===== config.mk =====
export PLATFORM = sky130hd
export DESIGN_NAME = cts_ctrl
export DESIGN_NICKNAME = d
export VERILOG_FILES = /design/src/hw/rtl/cts_pkg.sv /design/src/hw/rtl/cts_ctrl.sv
export SDC_FILE = /design/constraint.sdc
export NUM_CORES = 1
export LEC_CHECK = 0
export ABC_AREA = 1
export ABC_CLOCK_PERIOD_IN_PS = 1500
export BUFFER_PORTS_ARGS = -buffer_cell sky130_fd_sc_hd__buf_2
export CAP_MARGIN = 5
export CORE_MARGIN = 2
export CORE_UTILIZATION = 26
export CTS_CLUSTER_DIAMETER = 60
export DETAILED_ROUTE_END_ITERATION = 10
export SYNTH_ARGS = -nofsm -noshare
export SYNTH_HDL_FRONTEND = slang
export SYNTH_SLANG_ARGS = --single-unit

===== constraint.sdc =====
create_clock -name i_clk -period 1.5 [get_ports i_clk]
set_clock_uncertainty 0.05 [all_clocks]
set_input_delay 0.225 -clock i_clk [delete_from_list [all_inputs] [get_ports i_clk]]
set_output_delay 0.225 -clock i_clk [all_outputs]
set_load 0.005 [all_outputs]

===== src/hw/rtl/cts_pkg.sv =====
`timescale 1ns / 1ps

package cts_pkg;

    localparam int MAX_TERMS_DEF = 64;
    localparam int FRAC_BITS_DEF = 28;

    localparam int DATA_W   = 32;
    localparam int ADDR_W   = 3;
    localparam int EPS_W    = 29;
    localparam int CNT_W    = 7;
    localparam int TERM_W   = 47;
    localparam int SUM_W    = 48;
    localparam int AX_W     = 32;
    localparam int X2_W     = 63;
    localparam int PP_W     = 64;
    localparam int PROD_W   = TERM_W + X2_W;
    localparam int QW       = 48;
    localparam int RADIX    = 8;
    localparam int DIV_CYC  = QW / RADIX;

    localparam logic [TERM_W-1:0] TERM_MAX = {TERM_W{1'b1}};

    localparam logic [EPS_W-1:0] EPS_RST = EPS_W'(268);
    localparam logic [CNT_W-1:0] MT_RST  = CNT_W'(16);

    localparam logic REG_EPSILON   = 1'b0;
    localparam logic REG_MAX_TERMS = 1'b1;

    typedef struct packed {
        logic       start;
        logic       sq;
        logic       add;
        logic       hit;
        logic       adv;
        logic       mul_en;
        logic [1:0] mul_idx;
        logic       acc_en;
        logic       acc_clr;
        logic       sat_load;
        logic       div_init;
        logic       div_step;
        logic       div_last;
        logic       load_out;
    } t_cmd;

    typedef struct packed {
        logic gt_eps;
        logic at_lim;
        logic sat;
    } t_sts;

endpackage


===== src/hw/rtl/cts_ctrl.sv =====
`timescale 1ns / 1ps

module cts_ctrl
    import cts_pkg::*;
(
    input  logic i_clk,
    input  logic i_rst_n,
    input  logic i_in_valid,
    output logic o_in_ready,
    output logic o_out_valid,
    input  logic i_out_ready,
    input  t_sts i_sts,
    output t_cmd o_cmd
);

    localparam int CW = ($clog2(DIV_CYC) > 2) ? $clog2(DIV_CYC) : 2;

    typedef enum logic [2:0] {
        S_IDLE,
        S_SQ,
        S_TEST,
        S_MUL,
        S_ACC,
        S_PREP,
        S_DIV,
        S_DONE
    } t_state;

    t_state        r_state, n_state;
    logic [CW-1:0] r_cnt, n_cnt;
    logic          r_out_valid, n_out_valid;

    always_comb begin
        n_state     = r_state;
        n_cnt       = r_cnt;
        n_out_valid = r_out_valid & ~i_out_ready;
        o_cmd       = '0;
        case (r_state)
            S_IDLE: begin
                if (i_in_valid) begin
                    o_cmd.start = 1'b1;
                    n_state     = S_SQ;
                end
            end
            S_SQ: begin
                o_cmd.sq = 1'b1;
                n_state  = S_TEST;
            end
            S_TEST: begin
                if (i_sts.gt_eps) begin
                    o_cmd.add = 1'b1;
                    if (i_sts.at_lim) begin
                        o_cmd.hit = 1'b1;
                        n_state   = S_DONE;
                    end else begin
                        o_cmd.adv = 1'b1;
                        n_cnt     = '0;
                        n_state   = S_MUL;
                    end
                end else begin
                    n_state = S_DONE;
                end
            end
            S_MUL: begin
                o_cmd.mul_en  = 1'b1;
                o_cmd.mul_idx = r_cnt[1:0];
                o_cmd.acc_en  = (r_cnt != '0);
                o_cmd.acc_clr = (r_cnt == CW'(1));
                n_cnt         = r_cnt + 1'b1;
                if (r_cnt == CW'(3)) begin
                    n_state = S_ACC;
                end
            end
            S_ACC: begin
                o_cmd.acc_en = 1'b1;
                n_state      = S_PREP;
            end
            S_PREP: begin
                n_cnt = '0;
                if (i_sts.sat) begin
                    o_cmd.sat_load = 1'b1;
                    n_state        = S_TEST;
                end else begin
                    o_cmd.div_init = 1'b1;
                    n_state        = S_DIV;
                end
            end
            S_DIV: begin
                o_cmd.div_step = 1'b1;
                n_cnt          = r_cnt + 1'b1;
                if (r_cnt == CW'(DIV_CYC - 1)) begin
                    o_cmd.div_last = 1'b1;
                    n_state        = S_TEST;
                end
            end
            S_DONE: begin
                if (!r_out_valid || i_out_ready) begin
                    o_cmd.load_out = 1'b1;
                    n_out_valid    = 1'b1;
                    n_state        = S_IDLE;
                end
            end
            default: begin
                n_state = S_IDLE;
            end
        endcase
    end

    always_ff @(posedge i_clk) begin
        if (!i_rst_n) begin
            r_state     <= S_IDLE;
            r_cnt       <= '0;
            r_out_valid <= 1'b0;
        end else begin
            r_state     <= n_state;
            r_cnt       <= n_cnt;
            r_out_valid <= n_out_valid;
        end
    end

    assign o_in_ready  = (r_state == S_IDLE);
    assign o_out_valid = r_out_valid;

`ifndef SYNTHESIS
    a_load_free: assert property (@(posedge i_clk) disable iff (!i_rst_n)
        o_cmd.load_out |-> (!r_out_valid || i_out_ready))
        else $error("result loaded over a word not yet taken");

    a_load_shows: assert property (@(posedge i_clk) disable iff (!i_rst_n)
        o_cmd.load_out |=> r_out_valid)
        else $error("loaded result not presented");

    a_accept_sq: assert property (@(posedge i_clk) disable iff (!i_rst_n)
        (i_in_valid && o_in_ready) |=> (r_state == S_SQ))
        else $error("accepted word did not start work");

    a_div_cnt: assert property (@(posedge i_clk) disable iff (!i_rst_n)
        (r_state == S_DIV) |-> (r_cnt < CW'(DIV_CYC)))
        else $error("divider step count out of range");
`endif

endmodule


==> results.md, run 1 <==
* Status: completed
* Setup TNS at 0 ns
* Num CTS Buffers at 3
* Syn_nets at 116
* DR pass1 iterations at 4
* # hold bufs at CTS at 0
* Port bufs at 23
* Placed Area at 853.3 µm²
* DRC at 0
* Core area at 2500 µm²
* ANT cells at 0
* Clock slew seen by the registers of the worst setup and hold paths at approximately 0.050 ns
* Initial antenna violation count at 0
* CP max FO at 8
* Period minus WS final at 1.451 ns
* Vias post-DR at roughly 750
* Endpoint class of the critical path: primary output
* Post-synth top flop: dfxtp_1
* Routed Antenna Nets at 0
* GRT Residual Overflow at 0
* Die X-Extent at approximately 56 µm
* Flops & latches, synth at 7
* Vias per inst at 4.503
* Max cap viols at 0
* HP Class: in -> reg
* Final instance area at 944.7 µm²
* Number of enable flip-flop cells after synthesis at 0
* Cell area after synthesis at a little under 700 µm²
* Worst-margin pin slew at around 0.22 ns
* Nets at 149
* # fillers at 260
* Max Buffers Root-to-Sink at 2
* CTS Sinks at 7
* Syn Area/Cell at 6.590 µm²
* Insertion delay to the later sink of the worst-skew pair at ~0.25 ns
* Initial drt markers at 9
* Total wire length at ~1.7 mm
* Max-slew violations at 0
* Yosys cell types at 22
* Peak supply drop at 0.0007702 V
* Setup crit start kind: register
* Reg2Reg Depth at 9
* Peak Freq at 0.6890 GHz
* First-pass GRT wire length at 2.670 mm
* Arr. time, crit path at around 1.2 ns
* Critical setup path kind: reg -> out
* Hold path depth at 3
* Final Cycle Share at 0.9675
* Leak pwr at 0.0005488 µW
* Post-synthesis sequential area ratio at 0.2025
* Rel. slew slack at 0.8503
* TritonCTS clock tree: done
* CP Data Required Time at 1.22 ns
* Fin. Hold Viols at 0
* Synth Instances at 105
* Unrepaired setup endpoints after global routing: true
* Synth async-reset ratio at 0
* Setup violations, final at 0
* Yosys warns at 0
* DPL Wire Length at approximately 1.3 mm
* Final GP Congestion at 0.7800
* Synthesis-to-finish area growth at 36.53%
* Vias in the first global route at 657
* Gr usage total at 0.1069
* # IOs at 24
* Root Buffer: clkbuf_4
* DIE AREA at 3090 µm²
* Clock H-tree levels at 1
* FP Rows at 18
* Cell Pwr Density at 1833 nW/µm²
* Largest net degree at the start of global routing at 10
* Share of cells above drive strength 1 at 0.4599
* Die Y-Extent at approximately 56 µm
* DR WL/cell at 9.976 µm
* Initial core utilization at 0.2768
==> routing by layer <==
| metal | up-vias | global-route usage | wire [µm] |
|---|---|---|---|
| met5 | - | 0 | 0 |
| met4 | 0 | 0.02091 | 10 |
| met3 | 4 | 0.04651 | 103 |
| met2 | 19 | 0.1820 | 847 |
| met1 | 339 | 0.1245 | 703 |
| li1 | 390 | - | - |
==> sequential cells by signal (all words and copies together), names as in the netlist <==
name	flops
o_out_valid	1
r_cnt	3
r_state	3
==> what timing repair did <==
item,4_1_cts,5_1_grt
setup buffers,3,2
setup endpoints to repair,15,6
pin swaps,2,4
gates resized for setup,6,14
==> stage by stage <==
| stage | hold WS, ns | worst slack, ns | power, µW | std cells | utilization |
|---|---|---|---|---|---|
| finish | 0.2070 | 0.04871 | 1731 | 167 | 0.3779 |
| floorplan | 0.2957 | 0.3587 | 1144 | 105 | - |
| global placement | 0.4642 | 0.1049 | 1386 | 159 | 0.3413 |
| detailed placement | 0.4591 | 0.04210 | 1401 | 159 | 0.3413 |
| CTS | 0.1995 | 0.0009404 | 1674 | 166 | 0.3649 |
| global route | 0.2120 | -0.03835 | 1900 | 167 | 0.3779 |
==> worst max-delay path, cell delays in order, from the launching register on <==
cell	delay [ns]
dfxtp_4	0.45
nand2_4	0.07
nand2_2	0.07
o21ai_2	0.06
a31oi_1	0.14
buf_2	0.14
==> final cells by class <==
cell class	instances	area (µm²)	area share
inverters	22	87.58	0.09272
multi-input cells	73	461.7	0.4887
repair buffers	31	178.9	0.1894
clock buffers	4	26.28	0.02781
flip-flops and latches	7	152.6	0.1616
well taps	30	37.54	0.03974
==> where the power goes <==
| part | leakage (µW) | internal (µW) | switching (µW) | total [µW] |
|---|---|---|---|---|
| combinational | 0.000474 | 480 | 629 | 1110 |
| sequential | 0.0000598 | 288 | 165 | 453 |
| clock | 0.0000150 | 101 | 68.4 | 170 |
==> cell families after synthesis <==
group / count (synthesis) / synth area share
and+or+nand+nor: 60 / 0.4738
buffers and inverters: 25 / 0.1754
AOI/OAI and AO/OA: 9 / 0.07596
DFF: 7 / 0.2025
adders and majority gates: 4 / 0.07234
==> final timing paths <==
check | startpoint | endpoint | slack (ns)
min | i_rst_n | r_state[1]$_SDFFE_PN0P_ | 0.21
min reg2reg | o_out_valid$_SDFF_PN0_ | o_out_valid$_SDFF_PN0_ | 0.48
max | r_state[0]$_SDFFE_PN0P_ | o_cmd[6] | 0.05
max reg2reg | r_state[0]$_SDFFE_PN0P_ | r_state[2]$_SDFFE_PN0P_ | 0.19
==> cells in the mapped netlist (2+ instances only) <==
cell	n	area share
buf_6	3	0.049
nor2_1	17	0.092
nand3_1	11	0.080
nand2_2	2	0.018
o21ai_0	2	0.014
nor2_4	2	0.033
nand2_1	19	0.10
nor3_1	2	0.014
nand3_2	2	0.029
inv_2	2	0.011
dfxtp_1	7	0.20
inv_4	2	0.018
inv_1	18	0.098
a21oi_1	4	0.029
ha_1	4	0.072
nand3_4	2	0.051
==> cells in the final DEF (no fill, tap or decap), types with 2 or more instances in the layout <==
cell and n:
nand2_1 16, nor2_1 15, o21ai_2 2, nand3_1 11
buf_4 7, ha_1 3, nand2_2 5, clkbuf_4 3
a21oi_1 4, inv_2 4, nor2_4 2, buf_2 23
nand3_4 3, nor2_2 2, dfxtp_1 3, inv_4 2
dfxtp_4 3, inv_1 16
No activity file was read; power rests on OpenSTA's default activity.
==> inputs of run 2 (changes only) <==
--- a/config.mk
+++ b/config.mk
@@ -13,6 +13,7 @@
 export CORE_UTILIZATION = 26
 export CTS_CLUSTER_DIAMETER = 60
 export DETAILED_ROUTE_END_ITERATION = 10
+export PLACE_DENSITY_LB_ADDON = 0.15
 export SYNTH_ARGS = -nofsm -noshare
 export SYNTH_HDL_FRONTEND = slang
 export SYNTH_SLANG_ARGS = --single-unit
==> results.md, run 2 (synthesis results as in run 1) <==
* Setup violations, final at 0
* Dpl cells at 158
* CTS Sinks at 7
* Peak Freq at 0.6859 GHz
* HP Class: in -> reg
* ANT cells at 0
* Commonest cells after routing, fill and taps aside: buf_2 (23), inv_1 (18), nand2_1 (17)
* Total wire length at 1.634 mm
* TritonCTS clock tree: done
* Endpoint class of the critical path: primary output
* Initial core utilization at 0.2768
* Commonest non-fill, non-tap cell in the layout: buf_2
* Max cap viols at 0
* DR WL/cell at 10.02 µm
* DIE AREA at approximately 3100 µm²
* Die Y-Extent at 55.59 µm
* Arr. time, crit path at 1.18 ns
* Peak supply drop at 0.0007120 V
* Unrepaired setup endpoints after global routing: true
* Synthesis-to-finish area growth at 29.66%
* Cell Pwr Density at 1789 nW/µm²
* Status: completed
* Leak pwr at 0.0005316 µW
* DPL Wire Length at 1.356 mm
* Vias per inst at 4.393
* CP max FO at 5
* Core area at 2500 µm²
* DRC at 0
* Fin cells at 163
* Largest net degree at the start of global routing at 10
* FP Rows at 18
* Max-slew violations at 0
* First-pass GRT wire length at approximately 2.7 mm
* CP Data Required Time at 1.22 ns
* Setup crit start kind: register
* Final core utilization at 0.3589
* Share of cells above drive strength 1 at 0.4135
* Routed Antenna Nets at 0
* Clock slew seen by the registers of the worst setup and hold paths at 0.06 ns
* Initial drt markers at 1
* Initial antenna violation count at 0
* Worst-margin pin slew at around 0.2 ns
* Gr usage total at 0.1103
* Root Buffer: clkbuf_4
* Insertion delay to the later sink of the worst-skew pair at 0.25 ns
* Num CTS Buffers at 3
* Die X-Extent at 55.59 µm
* Final Cycle Share at 0.9719
* Rel. slew slack at 0.8693
* Final GP Congestion at 0.8377
* Vias post-DR at approximately 720
* Port bufs at 23
* Max Buffers Root-to-Sink at 2
* Vias in the first global route at 640
* DR pass1 iterations at 4
* Clock H-tree levels at 1
* GRT Residual Overflow at 0
* Critical setup path kind: reg -> out
* # IOs at 24
* Nets at 145
* Fin. Hold Viols at 0
* Period minus WS final at about 1.5 ns
[run 2: cell count changes in the layout (fill, tap and decap cells not counted)]
cell	previous run	this run
nand2_2	5	4
ha_1	3	4
nand2_1	16	17
nand3_2	1	2
buf_6	1	0
nor2_2	2	1
ha_2	1	0
inv_1	16	18
dfxtp_1	3	2
inv_2	4	2
dfxtp_2	1	2
nand3_4	3	2
nor2_1	15	16
buf_4	7	4
[run 2: cell type report]
| type | instances | area (µm²) |
|---|---|---|
| Fill cell | 282 | 1603 |
| Multi-Input combinational cell | 73 | 446.7 |
| Sequential cell | 7 | 153.9 |
| Timing Repair Buffer | 27 | 145.1 |
| Inverter | 22 | 87.58 |
| Tap cell | 30 | 37.54 |
| Clock buffer | 4 | 26.28 |
[run 2: final timing paths]
path	from	to	slack, ns	depth (start not counted)
min reg2reg	r_cnt[1]$_SDFFE_PN0P_	r_cnt[1]$_SDFFE_PN0P_	0.47	2
min	i_rst_n	r_cnt[2]$_SDFFE_PN0P_	0.22	3
max reg2reg	r_cnt[1]$_SDFFE_PN0P_	r_state[0]$_SDFFE_PN0P_	0.25	7
max	r_state[1]$_SDFFE_PN0P_	o_cmd[0]	0.04	4
[run 2: timing repair]
action / in CTS / in global routing
endpoints found under the setup margin: 14 / 8
hold buffers: 0 / 0
resized for setup: 6 / 8
buffers inserted: 0 / 2
pin swaps: 0 / 4
[run 2: report_power, final]
part | leakage, µW | internal (µW) | switching (µW)
Combinational | 0.000456 | 406 | 579
Sequential | 0.0000602 | 291 | 158
Clock | 0.0000150 | 102 | 69.3
[run 2: metal layers]
| metal | vias up | GRT usage | part of all wire |
|---|---|---|---|
| li1 | 380 | - | - |
| met5 | - | 0 | 0 |
| met2 | 12 | 0.1803 | 0.49 |
| met1 | 322 | 0.1346 | 0.47 |
| met3 | 2 | 0.04884 | 0.031 |
| met4 | 0 | 0.02091 | 0.0080 |
[run 2: critical path, stage by stage (launching register included)]
cell	delay, ns
dfxtp_4	0.40
buf_4	0.17
nand3_1	0.13
nor2_1	0.12
buf_2	0.12
[run 2: stage by stage]
step | worst slack [ns] | area (µm²) | TNS (ns) | total power, µW | hold slack, ns
floorplan | 0.3587 | 691.9 | 0 | 1144 | 0.2957
global placement | 0.04248 | 845.8 | 0 | 1411 | 0.4659
detailed placement | 0.1130 | 845.8 | 0 | 1402 | 0.4718
CTS | -0.01515 | 879.6 | -0.01837 | 1612 | 0.2132
global route | -0.07593 | 897.1 | -0.1912 | 1774 | 0.2230
finish | 0.04211 | 897.1 | 0 | 1605 | 0.2196
==> inputs of run 3 (changes only) <==
--- a/config.mk
+++ b/config.mk
@@ -13,6 +13,7 @@
 export CORE_UTILIZATION = 26
 export CTS_CLUSTER_DIAMETER = 60
 export DETAILED_ROUTE_END_ITERATION = 10
+export GPL_TIMING_DRIVEN = 0
 export PLACE_DENSITY_LB_ADDON = 0.15
 export SYNTH_ARGS = -nofsm -noshare
 export SYNTH_HDL_FRONTEND = slang
==> results.md, run 3 (synthesis results as in run 1) <==
* Port bufs at 23
* Share of cells above drive strength 1 at 0.4643
* Die Y-Extent at 55.59 µm
* Final GP Congestion at slightly below 0.8
* CP max FO at 8
* Grt met3 use at 0.04884
* ANT cells at 0
* Max Buffers Root-to-Sink at 2
* Critical setup path kind: reg -> out
* Setup crit start kind: register
* Vias in the first global route at 666
* Clock slew seen by the registers of the worst setup and hold paths at 0.05 ns
* Max cap viols at 0
* Max-slew violations at 0
* Commonest non-fill, non-tap cell in the layout: buf_2
* First-pass GRT wire length at a little under 3 mm
* Setup violations, final at 0
* Initial drt markers at 7
* Peak Freq at 0.6773 GHz
* Total wire length at between 1.5 and 2 mm
* Synthesis-to-finish area growth at 40.69%
* Root Buffer: clkbuf_4
* Gr usage total at 0.1168
* Core area at 2500 µm²
* Num CTS Buffers at 3
* Insertion delay to the later sink of the worst-skew pair at about 0.25 ns
* Arr. time, crit path at 1.20 ns
* DIE AREA at 3090 µm²
* DPL Wire Length at 1.304 mm
* Vias per inst at 4.329
* R2R setup slack at 0.22 ns
* Cell Pwr Density at around 1800 nW/µm²
* Initial core utilization at 0.2768
* CTS Sinks at 7
* Worst-margin pin slew at 0.1784 ns
* HP Class: in -> reg
* Fin cells at 170
* Status: completed
* Peak supply drop at 0.0009115 V
* GRT Residual Overflow at 0
* TritonCTS clock tree: done
* Routed Antenna Nets at 0
* Placed Area at 844.6 µm²
* Dpl cells at 158
* Rel. slew slack at 0.8798
* Endpoint class of the critical path: primary output
* Initial antenna violation count at 0
* GRT met1 Usage at 0.1421
* Final WS setup at 0.02365 ns
* DRC at 0
* # IOs at 24
* Nets at between 150 and 200
* Gr busiest metal: met2
* Clock H-tree levels at 1
* CP Data Required Time at 1.22 ns
* Commonest cells after routing, fill and taps aside: buf_2 (23), nand2_1 (18), inv_1 (17)
* Unrepaired setup endpoints after global routing: true
* Leak pwr at 0.0005673 µW
* Die X-Extent at 55.59 µm
* Fin. Hold Viols at 0
* Total power at 1768 µW
* Largest net degree at the start of global routing at 10
* DR WL/cell at ~10 µm
* Pre-CTS setup slack at 0.1956 ns
* Final instance area at 973.4 µm²
* Vias post-DR at around 740
* Final Cycle Share at 0.9842
* DR pass1 iterations at 4
* Met2 GRT Util at 0.1939
* FP Rows at 18
* Period minus WS final at between 1 and 1.5 ns
* Setup TNS at 0 ns
==> run 3: through the flow <==
step / hold WS [ns] / utilization
final: 0.2033 / 0.3894
after global routing: 0.1969 / 0.3894
after CTS: 0.2112 / 0.3674
after detailed placement: 0.4583 / 0.3378
after global placement: 0.4580 / 0.3378
after floorplan: 0.2957 / -
==> run 3: cell type report <==
cell class              count  area, µm²
well taps                  30      37.54
clock buffers               4      26.28
inverters                  22      90.09
fillers                   277       1526
plain buffers               1      11.26
multi-input cells          73      460.4
repair buffers             33      193.9
flip-flops and latches      7      153.9
==> run 3: what timing repair did <==
item / CTS / global route
buffers inserted: 5 / 5
hold buffers: 0 / 0
setup endpoints to repair: 4 / 12
gates resized for setup: 5 / 15
pin swaps: 1 / 6
==> run 3: final timing paths <==
kind	cells after the start	from	endpoint
min reg2reg	2	r_cnt[1]$_SDFFE_PN0P_	r_cnt[1]$_SDFFE_PN0P_
max	4	r_state[1]$_SDFFE_PN0P_	o_cmd[6]
min	3	i_rst_n	r_cnt[1]$_SDFFE_PN0P_
max reg2reg	7	r_state[0]$_SDFFE_PN0P_	r_state[0]$_SDFFE_PN0P_
==> run 3: where the power goes <==
| group | total (µW) | internal [µW] | leakage, µW | switching [µW] |
|---|---|---|---|---|
| logic | 1170 | 520 | 0.000492 | 650 |
| registers | 429 | 289 | 0.0000602 | 140 |
| clock network | 169 | 101 | 0.0000150 | 67.2 |
==> run 3: critical path, stage by stage (launching register included) <==
cell	delay, ns
dfxtp_4	0.39
nor2_4	0.17
o21ai_1	0.09
a31oi_1	0.16
buf_2	0.14
==> run 3: routing by layer <==
layer / part of all wire / vias to the layer above
met5: 0 / -
met4: 0 / 0
met3: 0.048 / 0
met2: 0.50 / 19
met1: 0.45 / 323
li1: - / 394
