===== config.mk =====
export PLATFORM = sky130hd
export DESIGN_NAME = cts_regs
export DESIGN_NICKNAME = d
export VERILOG_FILES = /design/src/hw/rtl/cts_pkg.sv /design/src/hw/rtl/cts_regs.sv
export SDC_FILE = /design/constraint.sdc
export NUM_CORES = 1
export LEC_CHECK = 0
export BUFFER_PORTS_ARGS = -buffer_cell sky130_fd_sc_hd__clkbuf_2
export CAP_MARGIN = 20
export CORE_UTILIZATION = 35
export DETAILED_ROUTE_END_ITERATION = 8
export PLACE_DENSITY_LB_ADDON = 0.1
export SYNTH_ARGS = -nofsm -noshare
export SYNTH_HDL_FRONTEND = slang
export SYNTH_SLANG_ARGS = --single-unit

===== constraint.sdc =====
create_clock -name i_clk -period 2 [get_ports i_clk]
set_input_delay 0.3 -clock i_clk [delete_from_list [all_inputs] [get_ports i_clk]]
set_output_delay 0.3 -clock i_clk [all_outputs]
set_load 0.02 [all_outputs]

===== src/hw/rtl/cts_pkg.sv =====
`timescale 1ns / 1ps

package cts_pkg;

    localparam int MAX_TERMS_DEF = 64;
    localparam int FRAC_BITS_DEF = 28;

    localparam int DATA_W   = 32;
    localparam int ADDR_W   = 3;
    localparam int EPS_W    = 29;
    localparam int CNT_W    = 7;
    localparam int TERM_W   = 47;
    localparam int SUM_W    = 48;
    localparam int AX_W     = 32;
    localparam int X2_W     = 63;
    localparam int PP_W     = 64;
    localparam int PROD_W   = TERM_W + X2_W;
    localparam int QW       = 48;
    localparam int RADIX    = 8;
    localparam int DIV_CYC  = QW / RADIX;

    localparam logic [TERM_W-1:0] TERM_MAX = {TERM_W{1'b1}};

    localparam logic [EPS_W-1:0] EPS_RST = EPS_W'(268);
    localparam logic [CNT_W-1:0] MT_RST  = CNT_W'(16);

    localparam logic REG_EPSILON   = 1'b0;
    localparam logic REG_MAX_TERMS = 1'b1;

    typedef struct packed {
        logic       start;
        logic       sq;
        logic       add;
        logic       hit;
        logic       adv;
        logic       mul_en;
        logic [1:0] mul_idx;
        logic       acc_en;
        logic       acc_clr;
        logic       sat_load;
        logic       div_init;
        logic       div_step;
        logic       div_last;
        logic       load_out;
    } t_cmd;

    typedef struct packed {
        logic gt_eps;
        logic at_lim;
        logic sat;
    } t_sts;

endpackage


===== src/hw/rtl/cts_regs.sv =====
`timescale 1ns / 1ps

module cts_regs
    import cts_pkg::*;
(
    input  logic              i_clk,
    input  logic              i_rst_n,
    input  logic              psel,
    input  logic              penable,
    input  logic              pwrite,
    input  logic [ADDR_W-1:0] paddr,
    input  logic [DATA_W-1:0] pwdata,
    output logic [DATA_W-1:0] prdata,
    output logic              pready,
    output logic [EPS_W-1:0]  o_epsilon,
    output logic [CNT_W-1:0]  o_max_terms
);

    logic [EPS_W-1:0] r_epsilon;
    logic [CNT_W-1:0] r_max_terms;
    logic             w_wr;

    assign pready = 1'b1;
    assign w_wr   = psel & penable & pwrite & pready;

    always_ff @(posedge i_clk) begin
        if (!i_rst_n) begin
            r_epsilon   <= EPS_RST;
            r_max_terms <= MT_RST;
        end else if (w_wr) begin
            case (paddr[2])
                REG_EPSILON:   r_epsilon   <= pwdata[EPS_W-1:0];
                REG_MAX_TERMS: r_max_terms <= pwdata[CNT_W-1:0];
                default: begin
                end
            endcase
        end
    end

    always_comb begin
        case (paddr[2])
            REG_EPSILON:   prdata = DATA_W'(r_epsilon);
            REG_MAX_TERMS: prdata = DATA_W'(r_max_terms);
            default:       prdata = '0;
        endcase
    end

    assign o_epsilon   = r_epsilon;
    assign o_max_terms = r_max_terms;

endmodule


==> results.md, run 1 <==
* Die Wd at 72.1 um
* Max-Cap Viols at 0
* Share of the synthesized area in the top cell type at 41.9%
* Design area at about 2300 um2
* Minimum clock period after layout at 1.45 ns
* Kind of start point of the critical path: primary input
* Row count at 25
* PwrDens at 624 nW/um2
* Initial antenna violation count at 0
* Port bufs at 99
* Final setup fails at 0
* RR Endpoint: o_epsilon[3]$_SDFFE_PN1P_
* First-pass GRT wire length at about 5900 um
* H-tree depth at 2
* Register clock-pin slew on the reported worst setup and hold paths at 0.07 ns
* Detail Route Antenna Nets at 0
* Vias in the first global route at 1269
* Setup Crit Path Kind: primary input to output port
* Delay of the slowest critical-path stage at 0.38 ns
* Layout cells sized above 1 at 40.8%
* Critical Path AT at 1.15 ns
* Final TNS setup at 0 ns
* Die Span Y at around 70 um
* Layout Skew at 0 ns
* Via/cell ratio at 4.32
* CTS tree: done
* Hold depth at 3
* Final Hold Fails at 0
* Slew HR at 65.5%
* Hpwl dp at about 2600 um
* CP max stage cell: mux2_2
* Gp weighted congestion at ~0.63
* Most common cell after layout, fill and taps aside: clkbuf_2
* I/O pins at 109
* Leading area contributor after synthesis: dfxtp_1
* F_max at between 0.6 and 0.7 GHz
* Initial DRC Count at 44
* FF-to-FF path depth at 2
* Hold Crit Class: primary input to flop
* Initial core utilization at between 30% and 40%
* Period Utilization, post-route at 72.7%
* Worst path cell trace: clkbuf_2 > mux2_2 > clkbuf_2
* CORE AREA at ~4700 um2
* Family with the most delay on the worst path: buffers and inverters
* Leading post-synthesis cells by cell area: dfxtp_1 42%, mux2i_1 21%, nand2_1 13%
* Sequential area share after synthesis at 41.9%
* RSZ-0062 raised after global routing: false
* Avg Inst Size Synth at between 8 and 9 um2
* Clock sinks at 36
* GRT Total Usage at between 10% and 20%
* Routed wire per std cell at 10.4 um
* Synthesized instance count at 194
* Largest net degree at the start of global routing at 35
* Worst vdd ir at 0.309 mV
* Static Leakage at about 1.1 nW
* Area after DPL at 2250 um2
* Synthesized area at roughly 1700 um2
* Nets@finish at 326
* Utilization after layout at approximately 50%
* Worst Max-Slew Pin Slew at 0.517 ns
* Routed WL at 3690 um
* Reg2Reg Setup Slack at around 1.4 ns
* Min-delay src: pwdata[28]
* Crit Path Max Fanout at 16
* Yosys Warn Count at 0
* Post-cts hold buffer count at 0
* Worst hold endpoint: o_epsilon[28]$_SDFFE_PN0P_
* Clk root buf: clkbuf_8
* Grt ovf at 0
* Pwr Total at between 0.001 and 0.0015 W
* Clk_lat worst skew at ~0.28 ns
* Crit end category: output port
* Via count at 1529
* Most used cell, CP: clkbuf_2
* Unique masters post-synth at 13
* Critical path required time at 1.70 ns
* DIE AREA at slightly above 5000 um2
* Yosys reg bits at 36
* Status: finished clean
* Post_cts resized at 0
* Clock Tree Buf Depth at 2
* Reg-to-Reg Start: o_epsilon[3]$_SDFFE_PN1P_
* Buffers & Inverters on Critical Path at 2
* Drt pass-1 iters at 4
* TritonCTS Buffers at 5
* Postcts setup bufs at 0
* Area grow syn2layout at 35.9%
* Antenna cell count at 0
* Final-report max-slew violation count at 0
* Remaining DRCs at 0
* Commonest cells after routing, fill and taps aside: 99 x clkbuf_2, 60 x nand2_1, 36 x mux2i_1, 36 x dfxtp_1, 30 x nor2b_1
==> metrics by stage <==
step / worst slack [ns] / hold WS (ns) / std cells
after floorplan: 0.819 / 0.442 / 196
final: 0.545 / 0.240 / 354
after global routing: 0.473 / 0.237 / 354
after CTS: 0.536 / 0.234 / 354
after detailed placement: 0.517 / 0.461 / 346
after global placement: 0.540 / 0.457 / 346
==> logic make-up (layout without fill, tap and decap cells) <==
kind of cell	Yosys count	after routing	synth area share [%]
flops	36	36	41.9
mux	43	43	25.5
simple gates	93	93	25.5
buf+inv	20	111	6.69
other cells	2	4	0.437
==> metal layers <==
layer	vias to the layer above	part of all wire [%]	track usage, %
met1	670	48	18.7
met3	7	5.8	3.75
met4	0	1.7	6.54
li1	794	-	-
met2	58	45	22.8
met5	-	0	0
==> state kept, by name, indices dropped and copies added (netlist names) <==
register and flops:
o_epsilon 29, o_max_terms 7
==> cells in the mapped netlist <==
library cell  count
buf_2             5
and4b_1           1
conb_1            2
buf_4             5
mux2_2            7
and4_1            1
buf_6             2
clkbuf_1          8
dfxtp_1          36
nor2b_1          30
nand2_1          60
mux2i_1          36
nand4_1           1
==> where the power goes <==
| group | total, W | internal [W] | switching, W |
|---|---|---|---|
| combinational | 0.000201 | 0.0000841 | 0.000117 |
| clock | 0.000514 | 0.000281 | 0.000234 |
| sequential | 0.000744 | 0.000733 | 0.0000112 |
| total | 0.00146 | 0.00110 | 0.000362 |
==> tightest hold or removal path, stage by stage <==
cell	delay (ns)
clkbuf_2	0.08
nand2_1	0.04
mux2i_1	0.05
==> area by class of cell <==
class | count | area (um2)
Clock buffer | 8 | 90.1
Tap cell | 67 | 83.8
Timing Repair Buffer | 103 | 551
Fill cell | 461 | 2380
Multi-Input combinational cell | 140 | 893
Sequential cell | 36 | 721
==> how the worst max path moves through the flow <==
stage | from | end | slack (ns) | cells after the start
2_1_floorplan | paddr[2] | prdata[0] | 0.82 | 2
3_3_place_gp | paddr[2] | o_epsilon[21]$_SDFFE_PN0P_ | 0.54 | 4
3_5_place_dp | paddr[2] | o_epsilon[18]$_SDFFE_PN0P_ | 0.52 | 4
4_1_cts | paddr[2] | prdata[26] | 0.54 | 4
5_1_grt | paddr[2] | prdata[16] | 0.47 | 4
6_report | paddr[2] | prdata[1] | 0.55 | 3
No activity file was read; power rests on OpenSTA's default activity.
==> run 2: changes to the inputs <==
- clock period: 2 -> 1.35 ns (I/O delays scaled with it)
==> run 2 against run 1 <==
Flip-flop and latch count is the same. Setup slack got worse by 0.42 ns. Via count down 0.52%. Clock power grew 37%. Design area increased by 0.96%. Die area unchanged. Sequential power rose by 48%. Critical path depth shrank 1. Power grew 45%. First-iteration DRC count is 4.5% higher. Core utilization up 0.48 points. Global-route usage fell by 0.35 points. Critical endpoint is now prdata[3]. Highest routed layer unchanged.
==> results.md, run 2 (same netlist as run 1, synthesis figures left out) <==
* Detail Route Antenna Nets at 0 (unchanged)
* Final TNS setup at 0 ns (unchanged)
* Dpl cells at 349 (was 346)
* Post_cts resized at 0 (unchanged)
* Static Leakage at 1.13 nW (was 1.12 nW)
* CORE AREA at 4720 um2 (unchanged)
* Final setup fails at 0 (unchanged)
* Hold depth at 3 (unchanged)
* DIE AREA at 5200 um2 (unchanged)
* Final Hold Fails at 0 (unchanged)
* Nets@finish at 329 (was 326)
* Antenna cell count at 0 (unchanged)
* Clock network power share at 33.3% (was 35.2%)
* Vias in the first global route at 1257 (was 1269)
* Clk_lat worst skew at 0.28 ns (about the same)
* Buffers & Inverters on Critical Path at 1 (was 2)
* PwrDens at 896 nW/um2 (was 624 nW/um2)
* Sw Share at 25.8% (was 24.8%)
* Reg-to-Reg Start: o_max_terms[4]$_SDFFE_PN1P_ (was o_epsilon[3]$_SDFFE_PN1P_)
* Max-Cap Viols at 0 (unchanged)
* Routed wire per std cell at 10.4 um (about the same)
* Setup Crit Path Kind: flop to output port (was primary input to output port)
* Via count at 1521 (was 1529)
* Family with the most delay on the worst path: flip-flops (was buffers and inverters)
* Initial DRC Count at 46 (was 44)
* Kind of start point of the critical path: flop (was primary input)
* Initial antenna violation count at 0 (unchanged)
* Hpwl dp at 2760 um (was 2630 um)
* FILL cells at 472 (was 461)
* Post-Layout Cell Count at 356 (was 354)
* I/O pins at 109 (unchanged)
* CTS tree: done (unchanged)
* Part of the power in registers at 52.1% (was 51.0%)
* GRT Total Usage at 14.2% (was 14.5%)
* Largest net degree at the start of global routing at 30 (was 35)
* Period Utilization, post-route at 90.7%
* Row count at 25 (unchanged)
* Die Span Y at 72.1 um (unchanged)
* Crit end category: output port (unchanged)
* Grt ovf at 0 (unchanged)
* Initial core utilization at 36.4% (unchanged)
* Final WS setup at 0.125 ns (was 0.545 ns)
* Register clock-pin slew on the reported worst setup and hold paths at 0.07 ns (about the same)
* Worst vdd ir at 0.380 mV (was 0.309 mV)
* F_max at roughly 0.82 GHz
* CP max stage cell: dfxtp_1 (was mux2_2)
* Status: finished clean (unchanged)
* Final-report max-slew violation count at 0 (unchanged)
* Delay of the slowest critical-path stage at 0.33 ns (was 0.38 ns)
* Net load switching power at 0.000545 W (was 0.000362 W)
* Drt pass-1 iters at 4 (unchanged)
* Die Wd at 72.1 um (unchanged)
* Worst path cell trace: mux2_2 > clkbuf_2 (was clkbuf_2 > mux2_2 > clkbuf_2)
* Worst hold endpoint: o_epsilon[21]$_SDFFE_PN0P_ (was o_epsilon[28]$_SDFFE_PN0P_)
* Post-cts hold buffer count at 0 (unchanged)
* Utilization after layout at 50.0% (was 49.5%)
* Remaining DRCs at 0 (unchanged)
* Via/cell ratio at 4.27 (was 4.32)
* Gp weighted congestion at 0.686 (was 0.630)
* Most common cell after layout, fill and taps aside: clkbuf_2 (unchanged)
* Largest register FFs at 29 (unchanged)
* Clock sinks at 36 (unchanged)
* Reg2Reg Setup Slack at 0.72 ns (was 1.38 ns)
* Critical path required time at 1.15 ns (was 1.70 ns)
* Postcts setup bufs at 0 (unchanged)
* Critical Path AT at 1.02 ns (was 1.15 ns)
* Dpl ws at 0.116 ns (was 0.517 ns)
* Pwr Total at 0.00212 W (was 0.00146 W)
* Int Pwr at 0.00157 W (was 0.00110 W)
* Routed WL at 3700 um (was 3690 um)
* Multi-input logic area at 893 um2 (unchanged)
* Port bufs at 99 (unchanged)
* Crit Path Max Fanout at 3 (was 16)
* Layout cells sized above 1 at 41.5% (was 40.8%)
* Clk root buf: clkbuf_8 (unchanged)
* Commonest cells after routing, fill and taps aside: 99 x clkbuf_2, 60 x nand2_1, 36 x mux2i_1, 36 x dfxtp_1, 30 x nor2b_1 (unchanged)
* Area grow syn2layout at 37.2% (was 35.9%)
* First-pass GRT wire length at 5770 um (was 5860 um)
* RR Endpoint: o_max_terms[4]$_SDFFE_PN1P_ (was o_epsilon[3]$_SDFFE_PN1P_)
* Min-delay src: pwdata[21] (was pwdata[28])
* RSZ-0062 raised after global routing: false (unchanged)
* Combinational fraction of design power at 14.6% (was 13.8%)
* Levels on crit path at 2 (was 3)
* Hold Crit Class: primary input to flop (unchanged)
* Storage cell area at 721 um2 (unchanged)
* Clock Tree Buf Depth at 2 (unchanged)
* FF-to-FF path depth at 2 (unchanged)
* H-tree depth at 2 (unchanged)
* TritonCTS Buffers at 5 (unchanged)
* Minimum clock period after layout at between 1 and 1.5 ns
* Layout Skew at 0 ns (unchanged)
==> run 2: cell count changes in the layout (fill, tap and decap cells not counted), sizes merged <==
cell,previous run,this run
clkbuf,107,105
buf,4,7
clkinv,0,1
==> run 2: layout make-up <==
type / count / share of cell area, %
timing repair buffer: 106 / 24.8
clock inverter: 1 / 0.212
clock buffer: 6 / 3.07
sequential: 36 / 30.5
multi-input combinational: 140 / 37.8
tap: 67 / 3.55
==> run 2: metrics by stage <==
step / instance area (um2) / hold slack (ns)
6_report: 2360 / 0.141
5_1_grt: 2360 / 0.150
4_1_cts: 2360 / 0.129
3_5_place_dp: 2280 / 0.440
3_3_place_gp: 2280 / 0.435
2_1_floorplan: 1730 / 0.345
==> run 2: power by group through the flow <==
stage	combinational [W]	sequential, W	clock, W
2_1_floorplan	0.000170	0.00115	0
3_3_place_gp	0.000310	0.00113	0
3_5_place_dp	0.000312	0.00113	0
4_1_cts	0.000313	0.00110	0.000738
5_1_grt	0.000338	0.00110	0.000773
6_report	0.000309	0.00110	0.000704
==> run 2: per-layer routing <==
metal | routed length (um) | up-vias | track usage, %
li1 | - | 799 | -
met1 | 1720 | 654 | 18.2
met2 | 1640 | 61 | 21.7
met3 | 268 | 7 | 4.17
met4 | 70 | 0 | 7.19
met5 | 0 | - | 0
==> run 2: worst max path at each step <==
stage                                      from                    endpoint  slack (ns)
floorplan                              paddr[2]  o_epsilon[12]$_SDFFE_PN0P_        0.28
global placement                       paddr[2]                   prdata[2]        0.12
detailed placement                     paddr[2]                   prdata[2]        0.12
CTS                 o_max_terms[3]$_SDFFE_PN0P_                   prdata[3]        0.11
global route        o_max_terms[1]$_SDFFE_PN0P_                   prdata[1]        0.08
finish              o_max_terms[3]$_SDFFE_PN0P_                   prdata[3]        0.12
==> run 2: worst reg2reg max path: cells and delay by family (launching register included) <==
family,cells,cell delay (ns)
DFF,1,0.32
muxes,1,0.08
and+or+nand+nor,1,0.11
==> run 3: changes to the inputs <==
- CORE_MARGIN: unset -> 3
- CORE_UTILIZATION: 35 -> 30
- SETUP_SLACK_MARGIN: unset -> 0.5
==> run 3 against run 2 <==
Power up 21%. Clock-buffer cell count unchanged. Sequential power about the same. Largest cell class is now buffers. Highest routed layer unchanged. Combinational power up 69%. Routed wire length up 47%. Largest power group unchanged. Register-to-register slack worse by 0.29 ns. Design area up 59%.
==> results.md, run 3 (same netlist as run 1, synthesis figures left out) <==
* Status: finished clean (unchanged)
* Hold Crit Class: primary input to flop (unchanged)
* Remaining DRCs at 0 (unchanged)
* Port bufs at 99 (unchanged)
* Largest register FFs at 29 (unchanged)
* Gp weighted congestion at 0.634 (was 0.686)
* CORE AREA at 5340 um2 (was 4720 um2)
* Clock Tree Buf Depth at 2 (unchanged)
* Clk root buf: clkbuf_8 (unchanged)
* Hpwl dp at 3260 um (was 2760 um)
* Initial core utilization at 32.2% (was 36.4%)
* I/O pins at 109 (unchanged)
* Utilization after layout at 70.4% (was 50.0%)
* Clock sinks at 36 (unchanged)
* Die Span Y at 81.7 um (was 72.1 um)
* Setup Crit Path Kind: flop to output port (unchanged)
* Crit Path Max Fanout at 3 (unchanged)
* Largest net degree at the start of global routing at 42 (was 30)
* Register clock-pin slew on the reported worst setup and hold paths at 0.07 ns (about the same)
* Critical Path AT at 1.01 ns (was 1.02 ns)
* Layout Skew at 0 ns (unchanged)
* Antenna cell count at 0 (unchanged)
* Routed WL at 5440 um (was 3700 um)
* Minimum clock period after layout at 1.22 ns (was 1.23 ns)
* FILL cells at 395 (was 472)
* Max-Cap Viols at 0 (unchanged)
* Worst vdd ir at 0.711 mV (was 0.380 mV)
* H-tree depth at 2 (unchanged)
* Nets@finish at 374 (was 329)
* Post-cts hold buffer count at 0 (unchanged)
* Static Leakage at 1.64 nW (was 1.13 nW)
* GRT Total Usage at 14.7% (was 14.2%)
* Vias in the first global route at 1606 (was 1257)
* Initial antenna violation count at 0 (unchanged)
* Row count at 26 (was 25)
* DIE AREA at 6680 um2 (was 5200 um2)
* CP max stage cell: dfxtp_2 (was dfxtp_1)
* Pwr Total at 0.00256 W (was 0.00212 W)
* Via count at 1743 (was 1521)
* F_max at 0.823 GHz (was 0.816 GHz)
* RSZ-0062 raised after global routing: true (was false)
* Routed wire per std cell at 13.4 um (was 10.4 um)
* Worst path cell trace: mux2_4 > buf_8 (was mux2_2 > clkbuf_2)
* Layout cells sized above 1 at 66.9% (was 41.5%)
* Commonest cells after routing, fill and taps aside: 60 x nand2_1, 53 x buf_6, 39 x buf_8 (was 99 x clkbuf_2, 60 x nand2_1, 36 x mux2i_1, 36 x dfxtp_1, 30 x nor2b_1)
* Most common cell after layout, fill and taps aside: nand2_1 (was clkbuf_2)
* Clk_lat worst skew at 0.28 ns (about the same)
* Final-report max-slew violation count at 0 (unchanged)
* Initial DRC Count at 42 (was 46)
* Detail Route Antenna Nets at 0 (unchanged)
* CTS tree: done (unchanged)
* Crit end category: output port (unchanged)
* Area grow syn2layout at 118% (was 37.2%)
* Final TNS setup at 0 ns (unchanged)
* First-pass GRT wire length at 7580 um (was 5770 um)
* Buffers & Inverters on Critical Path at 1 (unchanged)
* Critical path required time at 1.15 ns (about the same)
* Grt ovf at 0 (unchanged)
* TritonCTS Buffers at 5 (unchanged)
* Delay of the slowest critical-path stage at 0.34 ns (was 0.33 ns)
* Die Wd at 81.7 um (was 72.1 um)
* Kind of start point of the critical path: flop (unchanged)
* Family with the most delay on the worst path: flip-flops (unchanged)
* Via/cell ratio at 4.30 (was 4.27)
* Drt pass-1 iters at 4 (unchanged)
* PwrDens at 682 nW/um2 (was 896 nW/um2)
* Final Hold Fails at 0 (unchanged)
* Period Utilization, post-route at 90.0% (was 90.7%)
* Final setup fails at 0 (unchanged)
run 3: timing repair:
| action | CTS | global route |
|---|---|---|
| cloned | 3 | 0 |
| setup buffers | 14 | 28 |
| setup endpoints to repair | 94 | 94 |
| gates resized for setup | 107 | 131 |
run 3: through the flow:
stage | hold WS [ns] | instance area, um2 | setup slack, ns | cells
after floorplan | 0.337 | 1990 | 0.302 | 196
after global placement | 0.426 | 2510 | 0.116 | 352
after detailed placement | 0.436 | 2510 | 0.108 | 352
after CTS | 0.117 | 3260 | 0.112 | 377
after global routing | 0.127 | 3750 | 0.104 | 405
final | 0.135 | 3750 | 0.134 | 405
run 3: power by group:
group	leakage [nW]	total [W]	internal, W	switching, W
combinational	1.28	0.000523	0.000291	0.000231
clock	0.0552	0.000928	0.000548	0.000380
sequential	0.306	0.00111	0.00109	0.0000218
total	1.64	0.00256	0.00193	0.000633
run 3: cell type report:
| class | instances | area [um2] | share of cell area, % |
|---|---|---|---|
| Clock buffer | 6 | 72.6 | 1.93 |
| Clock inverter | 2 | 35.0 | 0.933 |
| Multi-Input combinational cell | 140 | 1080 | 28.9 |
| Sequential cell | 36 | 771 | 20.5 |
| Tap cell | 70 | 87.6 | 2.33 |
| Timing Repair Buffer | 151 | 1700 | 45.4 |
run 3: worst paths after layout:
| path | cells after the start | end | startpoint | slack (ns) |
|---|---|---|---|---|
| max | 2 | prdata[5] | o_max_terms[5]$_SDFFE_PN0P_ | 0.13 |
| min | 3 | o_epsilon[25]$_SDFFE_PN0P_ | pwdata[25] | 0.13 |
| max reg2reg | 5 | o_epsilon[3]$_SDFFE_PN1P_ | o_epsilon[3]$_SDFFE_PN1P_ | 0.43 |
| min reg2reg | 2 | o_epsilon[4]$_SDFFE_PN0P_ | o_epsilon[4]$_SDFFE_PN0P_ | 0.47 |
run 3: per-layer routing:
| layer | track usage (%) | routed length, um |
|---|---|---|
| met1 | 18.1 | 2260 |
| met2 | 24.5 | 2710 |
| met3 | 4.71 | 441 |
| met4 | 4.49 | 34 |
| met5 | 0 | 0 |
run 3: worst min-delay path, delay by kind of cell:
kind | cells | cell delay [ns]
buf+inv | 1 | 0.08
simple gates | 1 | 0.04
mux | 1 | 0.05
